### src/rtl/core/btlpm_pkg.sv
// Shared types and constants of the binary trie longest prefix match unit.
package btlpm_pkg;

	localparam int HOP_W   = 32;
	localparam int PORT_W  = 4;
	localparam int DEPTH_W = 6;

	localparam logic [DEPTH_W-1:0] MAX_DEPTH = 6'd32;

	localparam logic FUNC_INSERT = 1'b0;
	localparam logic FUNC_LOOKUP = 1'b1;

	localparam logic STATUS_OK   = 1'b0;
	localparam logic STATUS_FULL = 1'b1;

	typedef enum logic [2:0] {
		ST_IDLE,
		ST_WALK,
		ST_CHECK,
		ST_ALLOC,
		ST_DONE
	} state_t;

	typedef struct packed {
		logic load;
		logic step;
		logic check;
		logic alloc;
		logic finish;
	} dp_cmd_t;

	typedef struct packed {
		logic lookup;
		logic go;
		logic full;
		logic need_zero;
		logic last_alloc;
	} dp_stat_t;

endpackage

### src/rtl/core/btlpm_ctrl.sv
// Controller: sequences walk, pool check, node allocation and result hand-off.
module btlpm_ctrl (
	input  logic                clk,
	input  logic                arst_n,
	input  logic                in_valid,
	output logic                in_ready,
	output logic                out_valid,
	input  logic                out_ready,
	output btlpm_pkg::dp_cmd_t  cmd,
	input  btlpm_pkg::dp_stat_t stat
);
	import btlpm_pkg::*;

	state_t state_q, state_d;
	logic   out_valid_q;

	always_ff @(posedge clk or negedge arst_n) begin
		if (!arst_n) begin
			state_q     <= ST_IDLE;
			out_valid_q <= 1'b0;
		end else begin
			state_q <= state_d;
			if (cmd.finish) begin
				out_valid_q <= 1'b1;
			end else if (out_ready) begin
				out_valid_q <= 1'b0;
			end
		end
	end

	always_comb begin
		state_d = state_q;
		unique case (state_q)
			ST_IDLE: begin
				if (in_valid) state_d = ST_WALK;
			end
			ST_WALK: begin
				if (!stat.go) state_d = stat.lookup ? ST_DONE : ST_CHECK;
			end
			ST_CHECK: begin
				state_d = (stat.full || stat.need_zero) ? ST_DONE : ST_ALLOC;
			end
			ST_ALLOC: begin
				if (stat.last_alloc) state_d = ST_DONE;
			end
			ST_DONE: begin
				if (!out_valid_q || out_ready) state_d = ST_IDLE;
			end
			default: state_d = ST_IDLE;
		endcase
	end

	always_comb begin
		cmd      = '0;
		in_ready = 1'b0;
		unique case (state_q)
			ST_IDLE: begin
				in_ready = 1'b1;
				cmd.load = in_valid;
			end
			ST_WALK:  cmd.step  = 1'b1;
			ST_CHECK: cmd.check = 1'b1;
			ST_ALLOC: cmd.alloc = 1'b1;
			ST_DONE:  cmd.finish = !out_valid_q || out_ready;
			default: ;
		endcase
	end

	assign out_valid = out_valid_q;

endmodule

### config.mk
export PLATFORM = sky130hd
export DESIGN_NAME = btlpm_ctrl
export DESIGN_NICKNAME = d
export VERILOG_FILES = /design/src/rtl/core/btlpm_pkg.sv /design/src/rtl/core/btlpm_ctrl.sv
export SDC_FILE = /design/constraint.sdc
export NUM_CORES = 1
export LEC_CHECK = 0
export BUFFER_PORTS_ARGS = -buffer_cell sky130_fd_sc_hd__buf_4
export CORE_AREA = 2 2 39 41
export CTS_BUF_LIST = sky130_fd_sc_hd__clkbuf_16
export DETAILED_ROUTE_END_ITERATION = 8
export DIE_AREA = 0 0 41 43
export SYNTH_ARGS = -nofsm -noshare
export SYNTH_HDL_FRONTEND = slang
export SYNTH_SLANG_ARGS = --single-unit
### constraint.sdc
create_clock -name clk -period 3.1 [get_ports clk]
set_input_delay 0.155 -clock clk [delete_from_list [all_inputs] [get_ports clk]]
set_output_delay 0.155 -clock clk [all_outputs]
set_load 0.01 [all_outputs]
==> metrics.sh, run 1 <==
PLACE.DETAILED.HPWL_UM=508
SYN_NETS=43
TIMING.FMAX_MHz=606
CTSRESIZECOUNT=0
ROOT_BUFFER='sky130_fd_sc_hd__clkbuf_16'
CLKTRANSATPATHREGS_PS=30
ANTENNADIODECOUNT=0
POSTROUTEANTENNANETS=0
MAX-CAP-VIOLATIONS=0
DIE_HEIGHT_UM=43
TIMING_WORST_SLEW_PIN_VALUE_PS=364
NNETSFINAL=61
GRT_FIRST_PASS_WIRELENGTH_UM=972
MULTI_INPUT_COMB_AREA_SQ_UM=171
SYNTH_AREA_LEADER='sky130_fd_sc_hd__dfrtp_1'
CTS_SINKS=4
CLK_PATH_BUF_DEPTH=2
GRT_OVERFLOW_TOTAL=0
AREA.SEQUENTIAL_SQ_UM=100
CRITICAL_PATH_ENDPOINT_CATEGORY='output pin'
CP_SLOWEST_CELL='sky130_fd_sc_hd__dfrtp_1'
FINAL.SETUP.TNS_PS=0
WORSTHOLDPATHCELLS=2
CRIT_PATH_MAX_INCR_DELAY_PS=470
NUMCTSBUFFERS=3
FLOORPLAN.INITIALDENSITY_PCT=21.9
PATH_CLASS='flop to output pin'
RR_WORST_DEPTH=4
FINAL_CELL_UTILIZATION_OF_THE_CORE_PCT=36.2
CRITPATHMAXFANOUT=9
WORSTHOLDENDPOINT='out_valid$_DFFE_PN0P_'
ROUTE.DETAILED.WL_PER_INST_UM=10.2
DIEAREA_SQ_UM=1760
IO_PINS=16
NUMBER_OF_H_TREE_BRANCHING_LEVELS=1
FIN_SKEW_PS=1.50
RR_ENDPOINT='state_q[0]$_DFFE_PN0P_'
CRIT_CHAIN='inv_1 > or3_1 > a21oi_1 > buf_4'
WORST_SETUP_PATH_START_KIND='flop'
R2R-START='state_q[0]$_DFFE_PN0P_'
CELLLEAKAGEPOWER_nW=0.238
FINALSETUPVIOLATIONS=0
POSTSYNTHREGISTERBITS=4
FINALWEIGHTEDCONGESTION=0.735
ROW_COUNT=14
POWER_DENSITY_nW_PER_UM2=1110
NETLIST.AREA_LEADER.SHARE_PCT=33.1
TIMING.FINAL.CRIT_SHARE_PCT=53.2
WORST_HOLD_PATH_TYPE='input pin to flop'
LAYOUT_MIN_CYCLE_TIME_PS=1650
NETLIST_TOP_CELLS_COUNT='sky130_fd_sc_hd__dfrtp_1, sky130_fd_sc_hd__inv_1, sky130_fd_sc_hd__nor2_1'
AREA_GROWTH_SYN_TO_FIN_PCT=65.3
SWITCHING_POWER_uW=179
FILL_CELL_TOTAL_OF_THE_FINISHED_LAYOUT=133
AVGVIACOUNTPERCELL=4.62
STATUS='finished clean'
CORE_AREA_SQ_UM=1380
LAYOUT-DRIVE-GT1-SHARE_PCT=40.0
PORT_BUFFERS=15
INTERNAL-POWER_uW=375
HOLD_PATH.STARTPOINT='out_ready'
AVGSYNTHCELLAREA_SQ_UM=8.91
FIRST_GLOBAL_VIAS=263
SYNTH.YOSYS.SEQ_AREA_SHARE_PCT=33.1
PWR-SHARE-COMB_PCT=40.3
ROUTE.FINAL.WIRE_LENGTH_UM=672
WORST_EP_ARRIVAL_TIME_PS=1490
NETLIST-CELL-TYPE-COUNT=23
CP.REQUIRED_PS=2940
FINALMAXSLEWVIOLATIONS=0
WORST_IR_DROP_VDD_mV=0.401
DRC=0
DETAILEDROUTE.FIRSTITERATIONVIOLATIONS=3
GROUTE.USAGE.OVERALL_PCT=8.84
SEQ_POWER_SHARE_PCT=23.4
RSZ0062_AT_GRT='no'
GRT_MAX_DEGREE=15
YS.FLOP_TYPE='sky130_fd_sc_hd__dfrtp_1'
POST_SYNTH_INSTANCE_AREA_SQ_UM=303
MAX-SLEW-MARGIN-REL_PCT=75.7
FINAL_HOLD_VIOL_COUNT=0
SYNTH.TOP_CELLS.BY_AREA='sky130_fd_sc_hd__dfrtp_1, sky130_fd_sc_hd__a2bb2oi_2, sky130_fd_sc_hd__mux2_4'
POWER.CLOCK.FRACTION_PCT=36.3
WIDTH_OF_THE_DIE_UM=41
DRT_PRE_ANTENNA_ITERS=3
DR_TOTAL_VIAS=305
POST-SYNTH-TOP-COUNT-CELL='sky130_fd_sc_hd__dfrtp_1'
SYN-INSTANCE-COUNT=34
NUMBER_OF_FLOPS_MAPPED_TO_ENABLE_CELLS_BY_YOSYS=0
INITIAL_ANTENNA_VIOLATION_COUNT=0
WORST-R2R-SETUP-SLACK_PS=1590
ASYNCSETRESETFLOPFRACSYNTH_PCT=100
POWER.SHARE.SWITCHING_PCT=32.3
WORST_SKEW_PAIR.LATE_LATENCY_PS=220
SYNTH.YOSYS.WARNINGS=0
TRITONCTS='done'
## worst max-delay path, delay by kind of cell, from the launching register on
kind	cells	cell delay, ps
DFF	1	470
and+or+nand+nor	1	400
buffers and inverters	2	280
AOI/OAI and AO/OA	1	120
## through the flow
| step | cell area [sq um] | power [mW] | setup WS (ps) | cells | hold slack [ps] |
|---|---|---|---|---|---|
| 6_report | 500 | 0.553 | 1450 | 66 | 153 |
| 5_1_grt | 500 | 0.589 | 1350 | 66 | 185 |
| 4_1_cts | 500 | 0.561 | 1430 | 66 | 162 |
| 3_5_place_dp | 415 | 0.355 | 1600 | 62 | -46.5 |
| 3_3_place_gp | 415 | 0.353 | 1620 | 62 | -47.3 |
| 2_1_floorplan | 303 | 0.280 | 1700 | 34 | -141 |
## how the worst max path moves through the flow
stage	cells past startpoint	slack (ps)	endpoint	start
CTS	4	1430	cmd[0]	state_q[2]$_DFFE_PN0P_
global route	4	1350	cmd[0]	state_q[2]$_DFFE_PN0P_
finish	4	1450	cmd[0]	state_q[2]$_DFFE_PN0P_
detailed placement	4	1600	state_q[0]$_DFFE_PN0P_	state_q[0]$_DFFE_PN0P_
global placement	4	1620	state_q[0]$_DFFE_PN0P_	state_q[0]$_DFFE_PN0P_
floorplan	5	1700	state_q[0]$_DFFE_PN0P_	state_q[2]$_DFFE_PN0P_
## state kept, by name, summed over array words and instances (netlist names)
register   flops
state_q        3
out_valid      1
## layout make-up
cell class,count,area share [%]
well taps,16,4.00
clock buffers,3,15.0
inverters,3,2.25
flip-flops and latches,4,20.0
multi-input cells,24,34.2
repair buffers,16,24.5
## per-layer routing
metal / vias to the layer above / wire length, um / global-route usage (%)
met5: - / 0 / 0
met1: 141 / 313 / 9.35
met2: 8 / 310 / 11.9
met4: 0 / 13 / 10.0
met3: 2 / 35 / 3.14
li1: 154 / - / -
## kinds of logic after synthesis
group / share of synthesized area, %
AOI/OAI and AO/OA: 21.5
buffers and inverters: 10.3
DFF: 33.1
muxes: 8.26
and+or+nand+nor: 26.9
## placed cells by master, fill, tap and decap left out
master,netlist,final
sky130_fd_sc_hd__a2bb2oi_2,1,1
sky130_fd_sc_hd__and2_1,1,1
sky130_fd_sc_hd__nor2_1,3,3
sky130_fd_sc_hd__a21oi_1,2,2
sky130_fd_sc_hd__a31oi_1,1,1
sky130_fd_sc_hd__mux2i_1,1,1
sky130_fd_sc_hd__inv_1,3,3
sky130_fd_sc_hd__nand3b_1,1,1
sky130_fd_sc_hd__and3_1,1,1
sky130_fd_sc_hd__dfrtp_1,4,4
sky130_fd_sc_hd__mux2_4,1,1
sky130_fd_sc_hd__nor3b_1,2,2
sky130_fd_sc_hd__nor4b_1,1,1
sky130_fd_sc_hd__o21a_1,1,1
sky130_fd_sc_hd__buf_4,0,15
sky130_fd_sc_hd__o2bb2ai_1,1,1
sky130_fd_sc_hd__clkbuf_16,0,3
sky130_fd_sc_hd__o21ai_0,2,2
sky130_fd_sc_hd__nor4bb_1,1,1
sky130_fd_sc_hd__o31ai_1,1,1
sky130_fd_sc_hd__or3_1,1,1
sky130_fd_sc_hd__dlygate4sd3_1,0,1
sky130_fd_sc_hd__nor3_1,2,2
## power groups by stage
| stage | clock [mW] | sequential [mW] | combinational (mW) |
|---|---|---|---|
| after CTS | 0.204 | 0.130 | 0.227 |
| after global placement | 0 | 0.130 | 0.223 |
| after global routing | 0.206 | 0.137 | 0.246 |
| final | 0.201 | 0.129 | 0.223 |
| after detailed placement | 0 | 0.130 | 0.226 |
| after floorplan | 0 | 0.0953 | 0.185 |
## repair_timing
item                                   in CTS  in global routing
endpoints found under the hold margin       4                  0
setup buffers                               0                  0
hold buffers                                1                  0
No activity file was read; power rests on OpenSTA's default activity.
==> run 2: changes to the inputs <==
==> constraint.sdc (replaced) <==
create_clock -name clk -period 1.6 [get_ports clk]
set_input_delay 0.08 -clock clk [delete_from_list [all_inputs] [get_ports clk]]
set_output_delay 0.08 -clock clk [all_outputs]
set_load 0.01 [all_outputs]
==> run 2 against run 1 <==
- final cell count is 3.0% higher
- core utilization is 1.1 points higher
- power is 100% higher
- sequential cell count stayed put
- non-clock buffer count is 2 higher
- design area is 3.0% higher
- first-iteration DRC count is 33% lower
- count of clock-buffer cells in the layout stayed put
- critical path type unchanged
- critical endpoint unchanged
==> metrics.sh, run 2 (same netlist as run 1, synthesis figures left out) <==
FINALMAXSLEWVIOLATIONS=0  # unchanged
TIMING_WORST_SLEW_PIN_VALUE_PS=317  # -47.4 ps
CRITPATHMAXFANOUT=6  # -3
SWITCHING_POWER_uW=353  # +97%
WIDTH_OF_THE_DIE_UM=41  # unchanged
FINISH.CELL_COUNT_WITHOUT_FILLERS=68  # +3.0%
FINAL_HOLD_VIOL_COUNT=0  # unchanged
CELLLEAKAGEPOWER_nW=0.248  # +4.2%
WORST_SETUP_PATH_START_KIND='flop'
GROUTE.USAGE.OVERALL_PCT=10.2  # +1.3 points
PWR-SHARE-COMB_PCT=43.4  # +3.1 points
FILL_CELL_TOTAL_OF_THE_FINISHED_LAYOUT=145  # +9.0%
CLK_PATH_BUF_DEPTH=2  # unchanged
FINAL_CELL_UTILIZATION_OF_THE_CORE_PCT=37.3  # +1.1 points
CRIT_FAMILY='flip-flops'
HOLD_PATH.STARTPOINT='out_ready'
CRIT_PATH_START='state_q[2]$_DFFE_PN0P_'
MAX-SLEW-MARGIN-REL_PCT=78.9  # +3.2 points
AVGVIACOUNTPERCELL=4.54  # -1.7%
FINALSETUPVIOLATIONS=0  # unchanged
FINAL.SETUP.TNS_PS=0  # unchanged
CTS_SINKS=4  # unchanged
CRIT_CHAIN='inv_1 > or3_1 > a21oi_1 > buf_4'
DPL_CELL_AREA_SQ_UM=430  # +3.6%
DETAILEDROUTE.FIRSTITERATIONVIOLATIONS=2  # -1
TIMING.FINAL.CRIT_SHARE_PCT=94.2
PORT_BUFFERS=15  # unchanged
IO_PINS=16  # unchanged
SEQ_POWER_SHARE_PCT=21.3  # -2.1 points
DIE_HEIGHT_UM=43  # unchanged
WORST_IR_DROP_VDD_mV=0.603  # +50%
NUMBER_OF_H_TREE_BRANCHING_LEVELS=1  # unchanged
ENDPOINT='cmd[0]'
FINISH.INSTANCE_AREA_SQ_UM=515  # +3.0%
CP.REQUIRED_PS=1520  # -1420 ps
WORST_EP_ARRIVAL_TIME_PS=1430  # -60 ps
CORE_AREA_SQ_UM=1380  # unchanged
INTERNAL-POWER_uW=752  # +100%
WORST_HOLD_PATH_TYPE='input pin to flop'
CRITICAL_PATH_ENDPOINT_CATEGORY='output pin'
FIRST_GLOBAL_VIAS=283  # +7.6%
GRT_MAX_DEGREE=12  # -3
LAYOUT_MIN_CYCLE_TIME_PS=1510
AREA_GROWTH_SYN_TO_FIN_PCT=70.2
TRITONCTS='done'
CTSRESIZECOUNT=0  # unchanged
POWER.CLOCK.FRACTION_PCT=35.3  # -1.0 points
POSTROUTEANTENNANETS=0  # unchanged
DP.CELLS=64  # +3.2%
POST-CTS-SETUP-BUFFER-COUNT=0  # unchanged
CRITICAL_PATH_CELL_COUNT=4  # unchanged
CRIT_PATH_MAX_INCR_DELAY_PS=420  # -50 ps
PATH_CLASS='flop to output pin'
STATUS='finished clean'
RR_ENDPOINT='state_q[0]$_DFFE_PN0P_'
WORST_SKEW_PAIR.LATE_LATENCY_PS=220  # about the same
TIMING.FMAX_MHz=663
NUMCTSBUFFERS=3  # unchanged
NNETSFINAL=63  # +3.3%
FIN_SKEW_PS=0.913  # -0.589 ps
ROW_COUNT=14  # unchanged
HOLD_BUFFERS=1  # unchanged
FLOORPLAN.INITIALDENSITY_PCT=21.9  # unchanged
RR_WORST_DEPTH=4  # unchanged
ANTENNADIODECOUNT=0  # unchanged
ROUTE.DETAILED.WL_PER_INST_UM=10.5  # +3.1%
LARGEST_REGISTER_FF_COUNT=3  # unchanged
LAYOUT-DRIVE-GT1-SHARE_PCT=42.3  # +2.3 points
CRITPATHBUFINV=2  # unchanged
ROOT_BUFFER='sky130_fd_sc_hd__clkbuf_16'
PLACE.DETAILED.HPWL_UM=522  # +2.7%
RSZ0062_AT_GRT='no'
FIN_WORST_HOLD_SLACK_PS=75.2  # -77.4 ps
INITIAL_ANTENNA_VIOLATION_COUNT=0  # unchanged
POWER.SHARE.SWITCHING_PCT=31.9  # -0.35 points
DR_TOTAL_VIAS=309  # +1.3%
ROUTE.FINAL.WIRE_LENGTH_UM=714  # +6.3%
POWER_DENSITY_nW_PER_UM2=2140  # +94%
FINALWEIGHTEDCONGESTION=0.749  # +1.9%
REGISTER_WITH_THE_HIGHEST_FLOP_COUNT='state_q'
LEADING_CELL_TYPES_IN_THE_LAYOUT_FILL_AND_TAPS_EXCLUDED='sky130_fd_sc_hd__buf_4, sky130_fd_sc_hd__dfrtp_1, sky130_fd_sc_hd__inv_1, sky130_fd_sc_hd__nor2_1, sky130_fd_sc_hd__clkbuf_16'
R2R-START='state_q[0]$_DFFE_PN0P_'
GRT_FIRST_PASS_WIRELENGTH_UM=1150  # +19%
MAX-CAP-VIOLATIONS=0  # unchanged
WORST-R2R-SETUP-SLACK_PS=150  # -1440 ps
DIEAREA_SQ_UM=1760  # unchanged
DRT_PRE_ANTENNA_ITERS=2  # -1
FINAL_COMMON_CELL='sky130_fd_sc_hd__buf_4'
DRC=0  # unchanged
CLKTRANSATPATHREGS_PS=30  # about the same
CP_SLOWEST_CELL='sky130_fd_sc_hd__dfrtp_1'
GRT_OVERFLOW_TOTAL=0  # unchanged
==> run 2: changes by cell type in the layout (fill, tap and decap cells not counted) <==
cell and delta:
sky130_fd_sc_hd__buf_4 +2
==> run 2: power by group through the flow <==
stage,clock network (mW),registers [mW],logic [mW]
floorplan,0,0.185,0.359
global placement,0,0.232,0.485
detailed placement,0,0.235,0.482
CTS,0.400,0.235,0.484
global route,0.403,0.250,0.534
finish,0.390,0.235,0.480
==> run 2: cell type report <==
type                            count  area [sq um]  share of cell area (%)
Multi-Input combinational cell     24           171                    33.3
Inverter                            3          11.3                    2.18
Tap cell                           16          20.0                    3.88
Sequential cell                     4           100                    19.4
Clock buffer                        3          75.1                    14.6
Timing Repair Buffer               18           138                    26.7
==> run 2: metrics by stage <==
stage	setup slack [ps]	power, mW
after floorplan	202	0.543
after global placement	195	0.717
after detailed placement	153	0.717
after CTS	86.6	1.12
after global routing	2.99	1.19
final	92.3	1.10
==> run 2: how the worst min path moves through the flow <==
stage                                        end  slack [ps]  cells past startpoint
after detailed placement  state_q[2]$_DFFE_PN0P_        -120                      1
after floorplan            out_valid$_DFFE_PN0P_        -220                      0
after global placement    state_q[2]$_DFFE_PN0P_        -120                      1
final                      out_valid$_DFFE_PN0P_          80                      2
after CTS                  out_valid$_DFFE_PN0P_          80                      2
after global routing       out_valid$_DFFE_PN0P_         100                      2
==> run 2: metal layers <==
layer / wire length [um] / track usage, % / vias to the layer above / share of wire, %
li1: - / - / 160 / -
met1: 313 / 13.7 / 137 / 44
met2: 349 / 11.9 / 10 / 49
met3: 35 / 4.71 / 2 / 4.9
met4: 16 / 8.00 / 0 / 2.2
met5: 0 / 0 / - / 0
==> run 3: changes to the inputs <==
--- a/config.mk
+++ b/config.mk
@@ -10,6 +10,7 @@
 export CTS_BUF_LIST = sky130_fd_sc_hd__clkbuf_16
 export DETAILED_ROUTE_END_ITERATION = 8
 export DIE_AREA = 0 0 41 43
+export MAX_ROUTING_LAYER = met4
 export SYNTH_ARGS = -nofsm -noshare
 export SYNTH_HDL_FRONTEND = slang
 export SYNTH_SLANG_ARGS = --single-unit
==> run 3 against run 2 <==
- design area is the same
- first-iteration DRC count did not move
- register-to-register slack about the same
- largest cell class unchanged
- count of clock-buffer cells in the layout stayed put
- die area did not move
- critical path type unchanged
- sequential share of layout area unchanged
- final cell count stayed put
- critical endpoint unchanged
- power up 0.16%
==> metrics.sh, run 3 (same netlist as run 1, synthesis figures left out) <==
GRT_MAX_DEGREE=12  # unchanged
GRT_OVERFLOW_TOTAL=0  # unchanged
WORST_HOLD_PATH_TYPE='input pin to flop'
NUMBER_OF_H_TREE_BRANCHING_LEVELS=1  # unchanged
WORST_SETUP_PATH_START_KIND='flop'
INITIAL_ANTENNA_VIOLATION_COUNT=0  # unchanged
ROW_COUNT=14  # unchanged
DP.CELLS=64  # unchanged
LARGEST_REGISTER_FF_COUNT=3  # unchanged
LAYOUT-DRIVE-GT1-SHARE_PCT=42.3  # unchanged
FINALSETUPVIOLATIONS=0  # unchanged
FIN_SKEW_PS=0.891  # -0.0220 ps
CRITPATHMAXFANOUT=6  # unchanged
FINAL_HOLD_VIOL_COUNT=0  # unchanged
TIMING.FMAX_MHz=663  # about the same
WIDTH_OF_THE_DIE_UM=41  # unchanged
WORST_IR_DROP_VDD_mV=0.607  # +0.73%
DETAILEDROUTE.FIRSTITERATIONVIOLATIONS=2  # unchanged
FIRST_GLOBAL_VIAS=283  # unchanged
MAX-SLEW-MARGIN-REL_PCT=78.9  # about the same
FINALWEIGHTEDCONGESTION=0.758  # +1.3%
PORT_BUFFERS=15  # unchanged
FINISH.CELL_COUNT_WITHOUT_FILLERS=68  # unchanged
FINAL.SETUP.TNS_PS=0  # unchanged
POSTROUTEANTENNANETS=0  # unchanged
NNETSFINAL=63  # unchanged
REGISTER_WITH_THE_HIGHEST_FLOP_COUNT='state_q'
FINALMAXSLEWVIOLATIONS=0  # unchanged
PATH_CLASS='flop to output pin'
CRITICAL_PATH_ENDPOINT_CATEGORY='output pin'
WORST_SKEW_PAIR.LATE_LATENCY_PS=230  # about the same
STATUS='finished clean'
WORST_EP_ARRIVAL_TIME_PS=1430  # about the same
CELLLEAKAGEPOWER_nW=0.248  # unchanged
CLK_PATH_BUF_DEPTH=2  # unchanged
FINAL_CELL_UTILIZATION_OF_THE_CORE_PCT=37.3  # unchanged
AVGVIACOUNTPERCELL=4.54  # unchanged
TIMING_WORST_SLEW_PIN_VALUE_PS=317  # +0.120 ps
RSZ0062_AT_GRT='no'
DIE_HEIGHT_UM=43  # unchanged
MAX-CAP-VIOLATIONS=0  # unchanged
FINAL_COMMON_CELL='sky130_fd_sc_hd__buf_4'
FLOORPLAN.INITIALDENSITY_PCT=21.9  # unchanged
POWER_DENSITY_nW_PER_UM2=2150  # +0.16%
CTSRESIZECOUNT=0  # unchanged
CTS_SINKS=4  # unchanged
CORE_AREA_SQ_UM=1380  # unchanged
ROUTE.DETAILED.WL_PER_INST_UM=10.5  # unchanged
CLKTRANSATPATHREGS_PS=30  # about the same
PLACE.DETAILED.HPWL_UM=522  # unchanged
ANTENNADIODECOUNT=0  # unchanged
LEADING_CELL_TYPES_IN_THE_LAYOUT_FILL_AND_TAPS_EXCLUDED='sky130_fd_sc_hd__buf_4, sky130_fd_sc_hd__dfrtp_1, sky130_fd_sc_hd__inv_1, sky130_fd_sc_hd__nor2_1, sky130_fd_sc_hd__clkbuf_16'
NUMCTSBUFFERS=3  # unchanged
LAYOUT_MIN_CYCLE_TIME_PS=1510  # +1.02 ps
CP.REQUIRED_PS=1520  # about the same
TRITONCTS='done'
POST-CTS-SETUP-BUFFER-COUNT=0  # unchanged
DIEAREA_SQ_UM=1760  # unchanged
ROUTE.FINAL.WIRE_LENGTH_UM=714  # unchanged
IO_PINS=16  # unchanged
DR_TOTAL_VIAS=309  # unchanged
GROUTE.USAGE.OVERALL_PCT=10.4  # +0.25 points
TIMING.FINAL.CRIT_SHARE_PCT=94.3  # about the same
ROOT_BUFFER='sky130_fd_sc_hd__clkbuf_16'
AREA_GROWTH_SYN_TO_FIN_PCT=70.2  # unchanged
DRT_PRE_ANTENNA_ITERS=2  # unchanged
GRT_FIRST_PASS_WIRELENGTH_UM=1160  # +0.61%
DRC=0  # unchanged
FILL_CELL_TOTAL_OF_THE_FINISHED_LAYOUT=145  # unchanged
[run 3: cell counts in the layout (fill, tap and decap cells not counted)]
Identical to the previous run, type by type.
[run 3: metal layers]
layer	vias up	global-route usage (%)	routed length, um	part of all wire (%)
li1	160	-	-	-
met2	10	11.9	349	49
met1	137	13.7	313	44
met3	2	4.71	35	4.9
met5	-	-	0	0
met4	0	8.00	16	2.2
[run 3: where the power goes]
part           internal (mW)  switching, mW  total (mW)
registers              0.149         0.0864       0.235
logic                  0.284          0.196       0.480
clock network          0.319         0.0723       0.392
total                  0.752          0.354        1.11
[run 3: stage by stage]
step	hold WS [ps]	setup WS, ps	total power, mW	instance area (sq um)
detailed placement	-122	153	0.717	430
global route	98.3	2.99	1.19	515
finish	74.2	91.3	1.11	515
global placement	-122	195	0.717	430
floorplan	-216	202	0.543	303
CTS	80.4	86.6	1.12	515
[run 3: final cells by class]
type                            count  area, sq um  area share [%]
Multi-Input combinational cell     24          171            33.3
Timing Repair Buffer               18          138            26.7
Sequential cell                     4          100            19.4
Clock buffer                        3         75.1            14.6
Tap cell                           16         20.0            3.88
Inverter                            3         11.3            2.18
[run 3: critical path, stage by stage, from the launching register on]
cell	delay (ps)
sky130_fd_sc_hd__dfrtp_1	420
sky130_fd_sc_hd__inv_1	130
sky130_fd_sc_hd__or3_1	400
sky130_fd_sc_hd__a21oi_1	120
sky130_fd_sc_hd__buf_4	130
[run 3: worst paths after layout]
check / slack (ps) / cells past startpoint / endpoint / start
setup reg to reg: 150 / 4 / state_q[0]$_DFFE_PN0P_ / state_q[0]$_DFFE_PN0P_
hold / removal: 70 / 2 / out_valid$_DFFE_PN0P_ / out_ready
setup / recovery: 90 / 4 / cmd[0] / state_q[2]$_DFFE_PN0P_
min in group asynchronous: 190 / 2 / state_q[1]$_DFFE_PN0P_ / arst_n
max in group asynchronous: 1310 / 2 / state_q[0]$_DFFE_PN0P_ / arst_n
hold reg to reg: 570 / 2 / out_valid$_DFFE_PN0P_ / out_valid$_DFFE_PN0P_
[run 3: repair_timing]
| item | 4_1_cts | 5_1_grt |
|---|---|---|
| hold buffers | 1 | 0 |
| endpoints found under the setup margin | 0 | 0 |
| endpoints found under the hold margin | 4 | 0 |
